[config.mk]
export PLATFORM = sky130hd
export DESIGN_NAME = voxel_center_of_mass
export DESIGN_NICKNAME = d
export VERILOG_FILES = /design/src/rtl/core/vcom_pkg.sv /design/src/rtl/core/vcom_ctrl.sv /design/src/rtl/core/vcom_datapath.sv /design/src/rtl/core/voxel_center_of_mass.sv
export VERILOG_INCLUDE_DIRS = /design/src /design/src/rtl/core
export SDC_FILE = /design/constraint.sdc
export NUM_CORES = 2
export LEC_CHECK = 0
export BUFFER_PORTS_ARGS = -buffer_cell sky130_fd_sc_hd__clkbuf_2
export CAP_MARGIN = 20
export CORE_MARGIN = 2
export CORE_UTILIZATION = 46
export CTS_BUF_LIST = sky130_fd_sc_hd__clkbuf_8
export DETAILED_ROUTE_END_ITERATION = 8
export PLACE_DENSITY = 0.68
export SYNTH_ARGS = -nofsm -noshare
export SYNTH_HDL_FRONTEND = slang
export SYNTH_SLANG_ARGS = --single-unit
[constraint.sdc]
create_clock -name clk -period 6.85 [get_ports clk]
set_input_delay 0.685 -clock clk [delete_from_list [all_inputs] [get_ports clk]]
set_output_delay 0.685 -clock clk [all_outputs]
set_load 0.02 [all_outputs]
[src/rtl/core/voxel_center_of_mass_defines.svh]
// Assertion macros shared by the voxel centre-of-mass RTL.
// Depends on nothing; included by the controller and datapath modules.
`ifndef VOXEL_CENTER_OF_MASS_DEFINES_SVH
`define VOXEL_CENTER_OF_MASS_DEFINES_SVH

// Same-cycle implication, sampled on the rising clock edge, off during reset.
`define VCOM_ASSERT_IMP(label, clk, rst_n, ante, cons, msg) \
  label: assert property (@(posedge clk) disable iff (!rst_n) (ante) |-> (cons)) \
    else $error(msg);

// Next-cycle implication, sampled on the rising clock edge, off during reset.
`define VCOM_ASSERT_NXT(label, clk, rst_n, ante, cons, msg) \
  label: assert property (@(posedge clk) disable iff (!rst_n) (ante) |=> (cons)) \
    else $error(msg);

`endif

[src/rtl/core/vcom_pkg.sv]
// Package for the voxel centre-of-mass block: widths, payload structs and
// the command and status types between controller and datapath. No dependencies.
package vcom_pkg;

  // Sizing of the coordinate grid and of the largest volume.
  localparam int COORD_BITS       = 8;
  localparam int VOXEL_COUNT_LOG2 = 24;

  // Field widths of the beats.
  localparam int DENS_W    = 32;
  localparam int POS_W     = 8;
  localparam int CENT_W    = 24;
  localparam int FRAC_BITS = 16;
  localparam int INT_BITS  = CENT_W - FRAC_BITS;

  // Derived datapath widths.
  localparam int CRD_W  = (COORD_BITS < POS_W) ? COORD_BITS : POS_W;
  localparam int MAG_W  = DENS_W - 1;
  localparam int PROD_W = MAG_W + CRD_W;
  localparam int MASS_W = DENS_W + VOXEL_COUNT_LOG2;
  localparam int WSUM_W = MASS_W + COORD_BITS;
  localparam int CMP_W  = WSUM_W + INT_BITS;
  localparam int CNT_W  = $clog2(CENT_W);

  typedef struct packed {
    logic signed [DENS_W-1:0] density;
    logic [POS_W-1:0]         pos_x;
    logic [POS_W-1:0]         pos_y;
    logic [POS_W-1:0]         pos_z;
    logic                     last_voxel;
  } voxel_in_t;

  typedef struct packed {
    logic [CENT_W-1:0] centroid_x;
    logic [CENT_W-1:0] centroid_y;
    logic [CENT_W-1:0] centroid_z;
    logic              empty_volume;
  } centroid_out_t;

  typedef enum logic [1:0] {
    AXIS_X,
    AXIS_Y,
    AXIS_Z
  } axis_t;

  // Commands from the controller to the datapath.
  typedef struct packed {
    logic  take;
    logic  div_load;
    logic  div_step;
    logic  div_store;
    logic  publish;
    axis_t axis;
  } vcom_cmd_t;

  // Status from the datapath to the controller.
  typedef struct packed {
    logic mass_zero;
    logic out_busy;
  } vcom_sts_t;

endpackage

[src/rtl/core/vcom_ctrl.sv]
// Controller of the voxel centre-of-mass block: sequences accumulation,
// the three shared divisions and the hand-over to the output register.
// Depends on vcom_pkg and voxel_center_of_mass_defines.svh.
`include "voxel_center_of_mass_defines.svh"

module vcom_ctrl
  import vcom_pkg::*;
(
  input  logic      clk,
  input  logic      rst_n,
  input  logic      in_valid,
  input  logic      in_last,
  output logic      in_ready,
  input  vcom_sts_t sts,
  output vcom_cmd_t cmd
);

  typedef enum logic [2:0] {
    S_ACCUM,
    S_SETTLE,
    S_LOAD,
    S_ITER,
    S_STORE,
    S_PUBLISH
  } state_t;

  state_t             state_r, state_nxt;
  axis_t              axis_r, axis_nxt;
  logic [CNT_W-1:0]   cnt_r, cnt_nxt;

  // Commands are decoded from the current state.
  always_comb begin
    in_ready      = (state_r == S_ACCUM);
    cmd.take      = in_valid && (state_r == S_ACCUM);
    cmd.div_load  = (state_r == S_LOAD) && !sts.mass_zero;
    cmd.div_step  = (state_r == S_ITER);
    cmd.div_store = (state_r == S_STORE);
    cmd.publish   = (state_r == S_PUBLISH) && !sts.out_busy;
    cmd.axis      = axis_r;
  end

  // Next-state logic.
  always_comb begin
    state_nxt = state_r;
    axis_nxt  = axis_r;
    cnt_nxt   = cnt_r;
    unique case (state_r)
      S_ACCUM: begin
        if (in_valid && in_last) begin
          state_nxt = S_SETTLE;
        end
      end
      S_SETTLE: begin
        state_nxt = S_LOAD;
        axis_nxt  = AXIS_X;
      end
      S_LOAD: begin
        cnt_nxt = '0;
        if (sts.mass_zero) begin
          state_nxt = S_PUBLISH;
        end else begin
          state_nxt = S_ITER;
        end
      end
      S_ITER: begin
        cnt_nxt = cnt_r + 1'b1;
        if (cnt_r == CNT_W'(CENT_W - 1)) begin
          state_nxt = S_STORE;
        end
      end
      S_STORE: begin
        unique case (axis_r)
          AXIS_X: begin
            axis_nxt  = AXIS_Y;
            state_nxt = S_LOAD;
          end
          AXIS_Y: begin
            axis_nxt  = AXIS_Z;
            state_nxt = S_LOAD;
          end
          default: begin
            state_nxt = S_PUBLISH;
          end
        endcase
      end
      S_PUBLISH: begin
        if (!sts.out_busy) begin
          state_nxt = S_ACCUM;
        end
      end
      default: begin
        state_nxt = S_ACCUM;
      end
    endcase
  end

  // State and sequencing registers.
  always_ff @(posedge clk) begin
    if (!rst_n) begin
      state_r <= S_ACCUM;
      axis_r  <= AXIS_X;
      cnt_r   <= '0;
    end else begin
      state_r <= state_nxt;
      axis_r  <= axis_nxt;
      cnt_r   <= cnt_nxt;
    end
  end

  `VCOM_ASSERT_NXT(a_close_stops_intake, clk, rst_n, cmd.take && in_last, !in_ready, "voxel taken straight after the closing voxel")
  `VCOM_ASSERT_IMP(a_iter_count_bound, clk, rst_n, state_r == S_ITER, cnt_r < CNT_W'(CENT_W), "division step count ran past the quotient width")
  `VCOM_ASSERT_IMP(a_load_needs_mass, clk, rst_n, cmd.div_load, !sts.mass_zero, "division started with zero mass")

endmodule

[src/rtl/core/vcom_datapath.sv]
// Datapath of the voxel centre-of-mass block: product stage, mass and weighted
// accumulators, one shared restoring divider and the output register.
// Depends on vcom_pkg and voxel_center_of_mass_defines.svh.
`include "voxel_center_of_mass_defines.svh"

module vcom_datapath
  import vcom_pkg::*;
(
  input  logic          clk,
  input  logic          rst_n,
  input  voxel_in_t     in_data,
  input  vcom_cmd_t     cmd,
  input  logic          out_ready,
  output vcom_sts_t     sts,
  output logic          out_valid,
  output centroid_out_t out_data
);

  // Product stage.
  logic               p_vld_r;
  logic [MAG_W-1:0]   dens_r;
  logic [PROD_W-1:0]  prod_x_r, prod_y_r, prod_z_r;
  logic               dens_pos;
  logic [MAG_W-1:0]   dens_mag;

  // Accumulators.
  logic [MASS_W-1:0]  mass_r;
  logic [WSUM_W-1:0]  wsum_x_r, wsum_y_r, wsum_z_r;

  // Shared divider.
  logic [WSUM_W-1:0]  w_sel;
  logic [WSUM_W-1:0]  w_shr;
  logic               sat_nxt;
  logic               sat_r;
  logic [MASS_W-1:0]  rem_r, rem_nxt;
  logic [CENT_W-1:0]  sh_r;
  logic [CENT_W-1:0]  quo_r;
  logic [MASS_W:0]    trial;
  logic [MASS_W:0]    diff;
  logic               ge;

  // Per-axis results and output register.
  logic [CENT_W-1:0]  res_r [3];
  logic               out_valid_r;
  centroid_out_t      out_data_r;

  // Only strictly positive densities contribute.
  assign dens_pos = !in_data.density[DENS_W-1] && (|in_data.density);
  assign dens_mag = in_data.density[MAG_W-1:0];

  always_ff @(posedge clk) begin
    if (!rst_n) begin
      p_vld_r <= 1'b0;
    end else begin
      p_vld_r <= cmd.take && dens_pos;
    end
  end

  // Density times each coordinate, registered before accumulation.
  always_ff @(posedge clk) begin
    if (cmd.take) begin
      dens_r   <= dens_mag;
      prod_x_r <= PROD_W'(dens_mag) * PROD_W'(in_data.pos_x[CRD_W-1:0]);
      prod_y_r <= PROD_W'(dens_mag) * PROD_W'(in_data.pos_y[CRD_W-1:0]);
      prod_z_r <= PROD_W'(dens_mag) * PROD_W'(in_data.pos_z[CRD_W-1:0]);
    end
  end

  // Accumulators wrap at their widths and clear once a result is published.
  always_ff @(posedge clk) begin
    if (!rst_n) begin
      mass_r   <= '0;
      wsum_x_r <= '0;
      wsum_y_r <= '0;
      wsum_z_r <= '0;
    end else if (cmd.publish) begin
      mass_r   <= '0;
      wsum_x_r <= '0;
      wsum_y_r <= '0;
      wsum_z_r <= '0;
    end else if (p_vld_r) begin
      mass_r   <= mass_r + MASS_W'(dens_r);
      wsum_x_r <= wsum_x_r + WSUM_W'(prod_x_r);
      wsum_y_r <= wsum_y_r + WSUM_W'(prod_y_r);
      wsum_z_r <= wsum_z_r + WSUM_W'(prod_z_r);
    end
  end

  // Pick the weighted sum for the axis being divided.
  always_comb begin
    unique case (cmd.axis)
      AXIS_X:  w_sel = wsum_x_r;
      AXIS_Y:  w_sel = wsum_y_r;
      default: w_sel = wsum_z_r;
    endcase
  end

  // The quotient saturates when the integer part would not fit.
  assign w_shr   = w_sel >> INT_BITS;
  assign sat_nxt = CMP_W'(w_sel) >= (CMP_W'(mass_r) << INT_BITS);

  // One restoring step: shift in the next dividend bit and try a subtraction.
  assign trial   = {rem_r, sh_r[CENT_W-1]};
  assign diff    = trial - {1'b0, mass_r};
  assign ge      = trial >= {1'b0, mass_r};
  assign rem_nxt = ge ? diff[MASS_W-1:0] : trial[MASS_W-1:0];

  always_ff @(posedge clk) begin
    if (cmd.div_load) begin
      sat_r <= sat_nxt;
      rem_r <= w_shr[MASS_W-1:0];
      sh_r  <= {w_sel[INT_BITS-1:0], {FRAC_BITS{1'b0}}};
      quo_r <= '0;
    end else if (cmd.div_step) begin
      rem_r <= rem_nxt;
      sh_r  <= sh_r << 1;
      quo_r <= {quo_r[CENT_W-2:0], ge};
    end
  end

  // Keep each finished quotient for its axis.
  always_ff @(posedge clk) begin
    if (cmd.div_store) begin
      unique case (cmd.axis)
        AXIS_X:  res_r[0] <= sat_r ? {CENT_W{1'b1}} : quo_r;
        AXIS_Y:  res_r[1] <= sat_r ? {CENT_W{1'b1}} : quo_r;
        default: res_r[2] <= sat_r ? {CENT_W{1'b1}} : quo_r;
      endcase
    end
  end

  // Output register holds the beat until the receiver takes it.
  always_ff @(posedge clk) begin
    if (!rst_n) begin
      out_valid_r <= 1'b0;
    end else if (cmd.publish) begin
      out_valid_r <= 1'b1;
    end else if (out_ready) begin
      out_valid_r <= 1'b0;
    end
  end

  always_ff @(posedge clk) begin
    if (cmd.publish) begin
      if (mass_r == '0) begin
        out_data_r.centroid_x   <= '0;
        out_data_r.centroid_y   <= '0;
        out_data_r.centroid_z   <= '0;
        out_data_r.empty_volume <= 1'b1;
      end else begin
        out_data_r.centroid_x   <= res_r[0];
        out_data_r.centroid_y   <= res_r[1];
        out_data_r.centroid_z   <= res_r[2];
        out_data_r.empty_volume <= 1'b0;
      end
    end
  end

  assign out_valid     = out_valid_r;
  assign out_data      = out_data_r;
  assign sts.mass_zero = (mass_r == '0);
  assign sts.out_busy  = out_valid_r && !out_ready;

  `VCOM_ASSERT_IMP(a_rem_below_mass, clk, rst_n, cmd.div_step && !sat_r, rem_r < mass_r, "partial remainder not below the divisor")
  `VCOM_ASSERT_NXT(a_publish_clears, clk, rst_n, cmd.publish, mass_r == '0 && out_valid_r, "sums not cleared or result not shown after publish")

endmodule

[src/rtl/core/voxel_center_of_mass.sv]
// Voxel centre-of-mass block, top level: joins controller and datapath.
// Depends on vcom_pkg, vcom_ctrl and vcom_datapath.
//
// Usage: voxels arrive on the in_ channel (valid/ready, one voxel per beat)
// as a signed Q16.16 density with its x, y, z grid position. Voxels with a
// positive density are summed at one beat per clock; the products are
// registered before they reach the accumulators.
// The beat marked last_voxel closes the volume. The block then stops taking
// voxels and divides the three weighted sums by the mass on one shared
// restoring divider, one quotient bit per cycle: 24 steps plus the load and
// store states per axis. The centroid beat (Q8.16, truncated) is shown on the
// out_ channel once the third quotient is stored, or straight after the load
// state when no positive mass was seen (empty_volume set, centroids zero).
// Throughput is one voxel per cycle inside a volume; intake pauses once per
// volume for the divisions. While a result waits in the output register the
// next volume is accepted; only its own result publication waits for out_ready.
// Synchronous reset clears the sums and all control state; no beat is valid.
module voxel_center_of_mass
  import vcom_pkg::*;
(
  input  logic          clk,
  input  logic          rst_n,
  input  logic          in_valid,
  output logic          in_ready,
  input  voxel_in_t     in_data,
  output logic          out_valid,
  input  logic          out_ready,
  output centroid_out_t out_data
);

  vcom_cmd_t cmd;
  vcom_sts_t sts;

  vcom_ctrl u_ctrl (
    .clk      (clk),
    .rst_n    (rst_n),
    .in_valid (in_valid),
    .in_last  (in_data.last_voxel),
    .in_ready (in_ready),
    .sts      (sts),
    .cmd      (cmd)
  );

  vcom_datapath u_datapath (
    .clk       (clk),
    .rst_n     (rst_n),
    .in_data   (in_data),
    .cmd       (cmd),
    .out_ready (out_ready),
    .sts       (sts),
    .out_valid (out_valid),
    .out_data  (out_data)
  );

endmodule
# [Word-level counts from Yosys, hierarchy flattened]
# Memory sizes are Yosys's and may differ from the RTL's. A register that Yosys moved wholly into a read port is not among the register bits.
# Cells that the tools add are included.
[word_totals] regBits=498 mem_bits_rw=72 input_bits=61 n_memories=1
[mem_list] memory="u_datapath.res_r" depth=3 word_bits=24 read_ports=3 rd_clocked_by_memory_dff=3 wr=1 line="vcom_datapath.sv:43" rtl="logic [CENT_W-1:0] res_r [3];"
[classes] n_addsub=6 n_mul=3 n_lt_le_gt_ge=2 eq_ne=11 muxes=34 bitwise_logic=1 n_reduce_logical=25
[ops] op="$add 64x39->64" n=3
[ops] op="$mux 56" n=3
[ops] op="$pmux 64 s2" n=1
[ops] op="$mux 24" n=5
[ops] op="$mul 31x8->39" n=3
[ops] op="$ge 64x64->1" n=1
[ops] op="$ge 57x56->1" n=1
[ops] op="$add 56x31->56" n=1
[ops] op="$logic_not 56->1" n=1
[ops] op="$sub 56x56->56" n=1
[ops] op="$reduce_or 24->1" n=2
[ops] op="$reduce_or 32->1" n=1
[ops] op="$pmux 3 s6" n=1
[ops] op="$mux 3" n=5
[ops] op="$mux 1" n=14
[ops] op="$pmux 5 s2" n=1
[ops] op="$pmux 2 s2" n=2
[ops] op="$reduce_bool 2->1" n=4
[ops] op="$logic_and 1x1->1" n=7
[ops] op="$eq 3x2->1 const B" n=2
[ops] op="$eq 3x3->1 const B" n=2
[ops] op="$add 5x1->5 const B" n=1
[ops] op="$eq 5x5->1 const B" n=1
[ops] op="$logic_not 1->1" n=4
[ops] op="12 further kinds" n=15

# [Logic depth before layout (Yosys ltp)]
[logic_depth] ltp_word=7 ltp_mapped=23 depth_no_buf=21

# [By module]
# From an unflattened synthesis, not the netlist that was laid out.
[unflattened] cells_unflattened=6517 area_unflattened_um2=60157.7
[by_module_without_submodules] module="vcom_datapath" n_inst=1 cells_each=6439 area_per_inst_um2=59529.6
[by_module_without_submodules] module="vcom_ctrl" n_inst=1 cells_each=78 area_per_inst_um2=628.1

# [Least setup slack after synthesis]
# Ideal clock, no wire load.
[synth_path] path_kind="input to register" from="in in_data[8] (netlist name)" to="reg u_datapath.prod_z_r[32] (data pin)" t_arrival_ps=5266 required_ps=6590 setup_slack_ps=1324 path_stages=20 n_path_buf=1 path_cell_list="clkbuf_1 nand2_1 fa_1 fa_1 inv_1 fa_1 inv_1 fa_1 inv_1 ha_1 o21ai_0 nand2b_1 a31o_2 a31o_2 o2bb2ai_1 nor3_1 o31a_1 nor2_1 a31o_2 xor2_1"
[synth_via] elab_chain_len=1
[synth_rtl] element="start, declared" line="voxel_center_of_mass.sv:25" rtl="input voxel_in_t in_data,"
[synth_rtl] element="$mul 31x8->39" line="vcom_datapath.sv:65" rtl="prod_z_r <= PROD_W'(dens_mag) * PROD_W'(in_data.pos_z[CRD_W-1:0]);"
[synth_rtl] element="end signal, assigned" line="vcom_datapath.sv:65"
[synth_rtl] element="end, declared" line="vcom_datapath.sv:22" rtl="logic [PROD_W-1:0] prod_x_r, prod_y_r, prod_z_r;"
# Every way passes these cells.
# A chain may end at the register's enable or synchronous reset.

# [Worst setup path after layout]
[layout_path] from="in in_data[30] (netlist name)" to="reg u_datapath.prod_y_r[37] (data pin)"
[layout_via] elab_chain_len=1
[layout_rtl] element="$mul 31x8->39" line="vcom_datapath.sv:64" rtl="prod_y_r <= PROD_W'(dens_mag) * PROD_W'(in_data.pos_y[CRD_W-1:0]);"
[layout_rtl] element="end signal, assigned" line="vcom_datapath.sv:64"
[layout_rtl] element="end, declared" line="vcom_datapath.sv:22"
# Every way passes these cells.

==> metrics <==
Worst-path clk slew=about 0.06 ns; cts bufs inserted=between 100 and 150; grt met2 use=39.1%; Worst setup EP type=register; cts hold-fix bufs=0; Post-CTS Setup Repair Bufs=0; PwrDens=between 300 and 400 mW/mm^2; Worst Skew=just under 0.07 ns; Comb pwr share=60.5%; Sink Count=approximately 640; CP Class=in -> reg; slowest cell on the critical path=fa_1; setup violators final=0; Fill cells=around 12000; Die H=roughly 370 um; f_max=about 180 MHz; Core Region=between 0.1 and 0.15 mm^2; GRT met1 Usage=around 34%; Final Hold Fails=0; Cells after Synth=~6600; Pre-Repair DR Iteration Count=5; Synth Flop Type=edfxtp_1; Hold Path Class=in -> reg; Worst EP arrival=just over 6 ns; post-cts gate resize count=0; initial core utilization=46.2%; grt peak-use layer=met2; MaxCap Viol Count=0; largest net degree at the start of global routing=about 170; net count after synthesis=between 7000 and 8000; internal power=roughly 0.014 W; Post-Synthesis Mean Instance Area=about 9.1 um^2; vias per cell=5.59; Clock Path Buffers=3; Slew headroom=31.7%; Seq/Total Area, Yosys=a little over a quarter; minimum clock period=around 5.6 ns; vias in the first global route=approximately 47000; H-tree Lvls=3; Post-synth ARST share=0%; Setup TNS=0 ns; Static Leak=roughly 28 nW; DRT iter0 DRCs=around 3600; Final Slew Violations=0; Flop pwr share=24.4%; GPL Wtd Cong=0.965; VDD IR max=between 200 and 300 uV; Buffers on Ports=around 140; M3 GR Usage=4.46%; CP dominant cell by count=fa_1; WP data required=roughly 7.4 ns; ratio of cells with drive above 1 in the final layout=~7.0%; DRC errors left=0; Post-synth EDFFs=between 300 and 400; synthesized area=approximately 0.060 mm^2; CP cell instances=clkbuf_2, and2_1, fa_1, fa_1, fa_1, inv_1, fa_1, inv_1, ha_1, a21oi_1, o21ai_0, a21oi_1, a21bo_2, a31oi_1, o21ai_0, o21ai_0, o2111ai_1, nand2_1, a21boi_0, xnor2_1; Yosys cell types=90; total gr overflow=0; Tot GR Track Use=between 20% and 30%; Synth warnings=0; Die Footprint=0.134 mm^2; synthesis-to-layout area growth=7.97%; outcome=completed; initial antenna violation count=12; crit share post-route=about 80%; worst slew pin tran=1.02 ns; Sw Pwr=approximately 0.012 W; NumNets Final=about 7700; flops & latches, synth=roughly 640; crit path max fanout=26; Detail Route Antenna Nets=0; Detail Placement HPWL=roughly 130 mm; first-pass GRT wire length=~260 mm; clock latency on the worst-skew pair=around 0.85 ns; CP Launch Type=primary input; per-cell routed wire length=~20 um; Hold Slack=0.169 ns; total wire length=~170 mm; Rows=roughly 130; switching power share of the total=a little under half; Root Buffer=clkbuf_8; Die Wd=367 um; via count=~47000; Clk pwr share=between 15 and 20%; Boundary Pins=between 100 and 150; unrepaired setup endpoints after global routing=no; CP peak stage delay=~0.57 ns; TritonCTS clock tree=done
## power groups by stage
stage / logic (W) / registers (W) / clock network [W]
finish: 0.0157 / 0.00633 / 0.00394
global route: 0.0175 / 0.00638 / 0.00418
CTS: 0.0155 / 0.00631 / 0.00402
detailed placement: 0.0154 / 0.00639 / 0
global placement: 0.0152 / 0.00638 / 0
floorplan: 0.0116 / 0.00601 / 0
## critical path, delay by kind of cell
| family | cells | cell delay, ns |
|---|---|---|
| compound gates | 9 | 1.99 |
| simple gates | 2 | 0.48 |
| xor+xnor | 1 | 0.14 |
| buf+inv | 3 | 0.53 |
| fa+ha+maj | 5 | 2.36 |
## placed cells by master, fill, tap and decap left out, drive strengths merged, types with 44 or more instances in the layout
cell type  Yosys  routed
xnor2        221     221
nand2b        47      47
mux2i        170     170
o21ai        315     315
clkbuf       292     265
a21oi        411     411
a21o         203     203
nor4          44      44
inv          665     695
nor2         422     422
nand2        553     553
and2         600     600
edfxtp       358     358
fa           527     527
nor2b        136     136
buf           32      72
nor3          68      68
nand4        101     101
dfxtp        284     284
ha           438     438
o21a          70      70
xor2         139     139
and3          53      53
nand3         87      87
## cell usage after synthesis, types with 136 or more instances
cell	n	area, um^2
inv_1	664	2490
and2_1	600	3750
nand2_1	553	2080
fa_1	527	10600
ha_1	438	5480
nor2_1	422	1580
a21oi_1	409	2050
edfxtp_1	358	10800
o21ai_0	300	1500
clkbuf_1	292	1100
dfxtp_1	284	5690
xnor2_1	221	1940
a21o_1	203	1520
mux2i_1	170	1700
xor2_1	139	1220
nor2b_1	136	851
## stage by stage
step                      total power [W]  util (%)  worst slack (ns)  area, um^2  cells
after global placement             0.0215      47.9             0.551       62800   8271
final                              0.0260      49.9              1.22       65300   8484
after floorplan                    0.0176         -              1.32       60500   6634
after detailed placement           0.0218      47.9             0.473       62800   8271
after CTS                          0.0259      49.9              1.37       65300   8481
after global routing               0.0281      49.9             0.977       65300   8483
## final cells by class
class | instances | area (um^2) | share of cell area [%]
multi-input cells | 5003 | 40400 | 61.8
diodes | 2 | 5.00 | 0.00766
repair buffers | 207 | 1260 | 1.93
well taps | 1755 | 2200 | 3.36
flip-flops and latches | 642 | 16400 | 25.2
clock buffers | 130 | 1790 | 2.74
inverters | 665 | 2500 | 3.82
clock inverters | 80 | 739 | 1.13
## logic make-up after synthesis
group           after synthesis  synth area share, %
simple gates               2211                 18.7
flops                       642                 27.2
compound gates             1295                 13.4
xor+xnor                    360                 5.21
buf+inv                     989                 6.18
mux                         172                 2.85
fa+ha+maj                   965                 26.5
## registers in the layout, indices dropped and copies added (netlist names)
register              flops
u_ctrl.axis_r             2
u_datapath.wsum_y_r      64
u_datapath.sat_r          1
u_ctrl.cnt_r              5
u_datapath.prod_z_r      39
u_datapath.prod_y_r      39
u_datapath.out_valid      1
u_datapath.prod_x_r      39
u_datapath.wsum_x_r      64
u_ctrl.state_r            3
u_datapath.quo_r         24
u_datapath.rem_r         56
u_datapath.p_vld_r        1
out_data                 72
u_datapath.mass_r        56
u_datapath.dens_r        31
u_datapath.wsum_z_r      64
u_datapath.out_data       1
u_datapath.res_r         72
u_datapath.sh_r           8
## worst paths after layout
path / start / endpoint / slack, ns / depth (start not counted)
max reg2reg: u_datapath.mass_r[1]$_SDFFE_PP0P_ / u_datapath.rem_r[1]$_DFFE_PP_ / 2.59 / 12
min: out_ready / u_datapath.out_valid$_SDFFE_PN0P_ / 0.17 / 3
min reg2reg: u_datapath.quo_r[21]$_SDFFE_PP0P_ / u_datapath.quo_r[21]$_SDFFE_PP0P_ / 0.47 / 2
max: in_data[30] / u_datapath.prod_y_r[37]$_DFFE_PP_ / 1.22 / 20
## routing by layer
metal  routed length [um]  share of wire, %
met5                   64             0.038
met4                 7530               4.5
met3                12400               7.4
met2                74700                44
met1                73500                44
No activity file was read; power rests on OpenSTA's default activity.
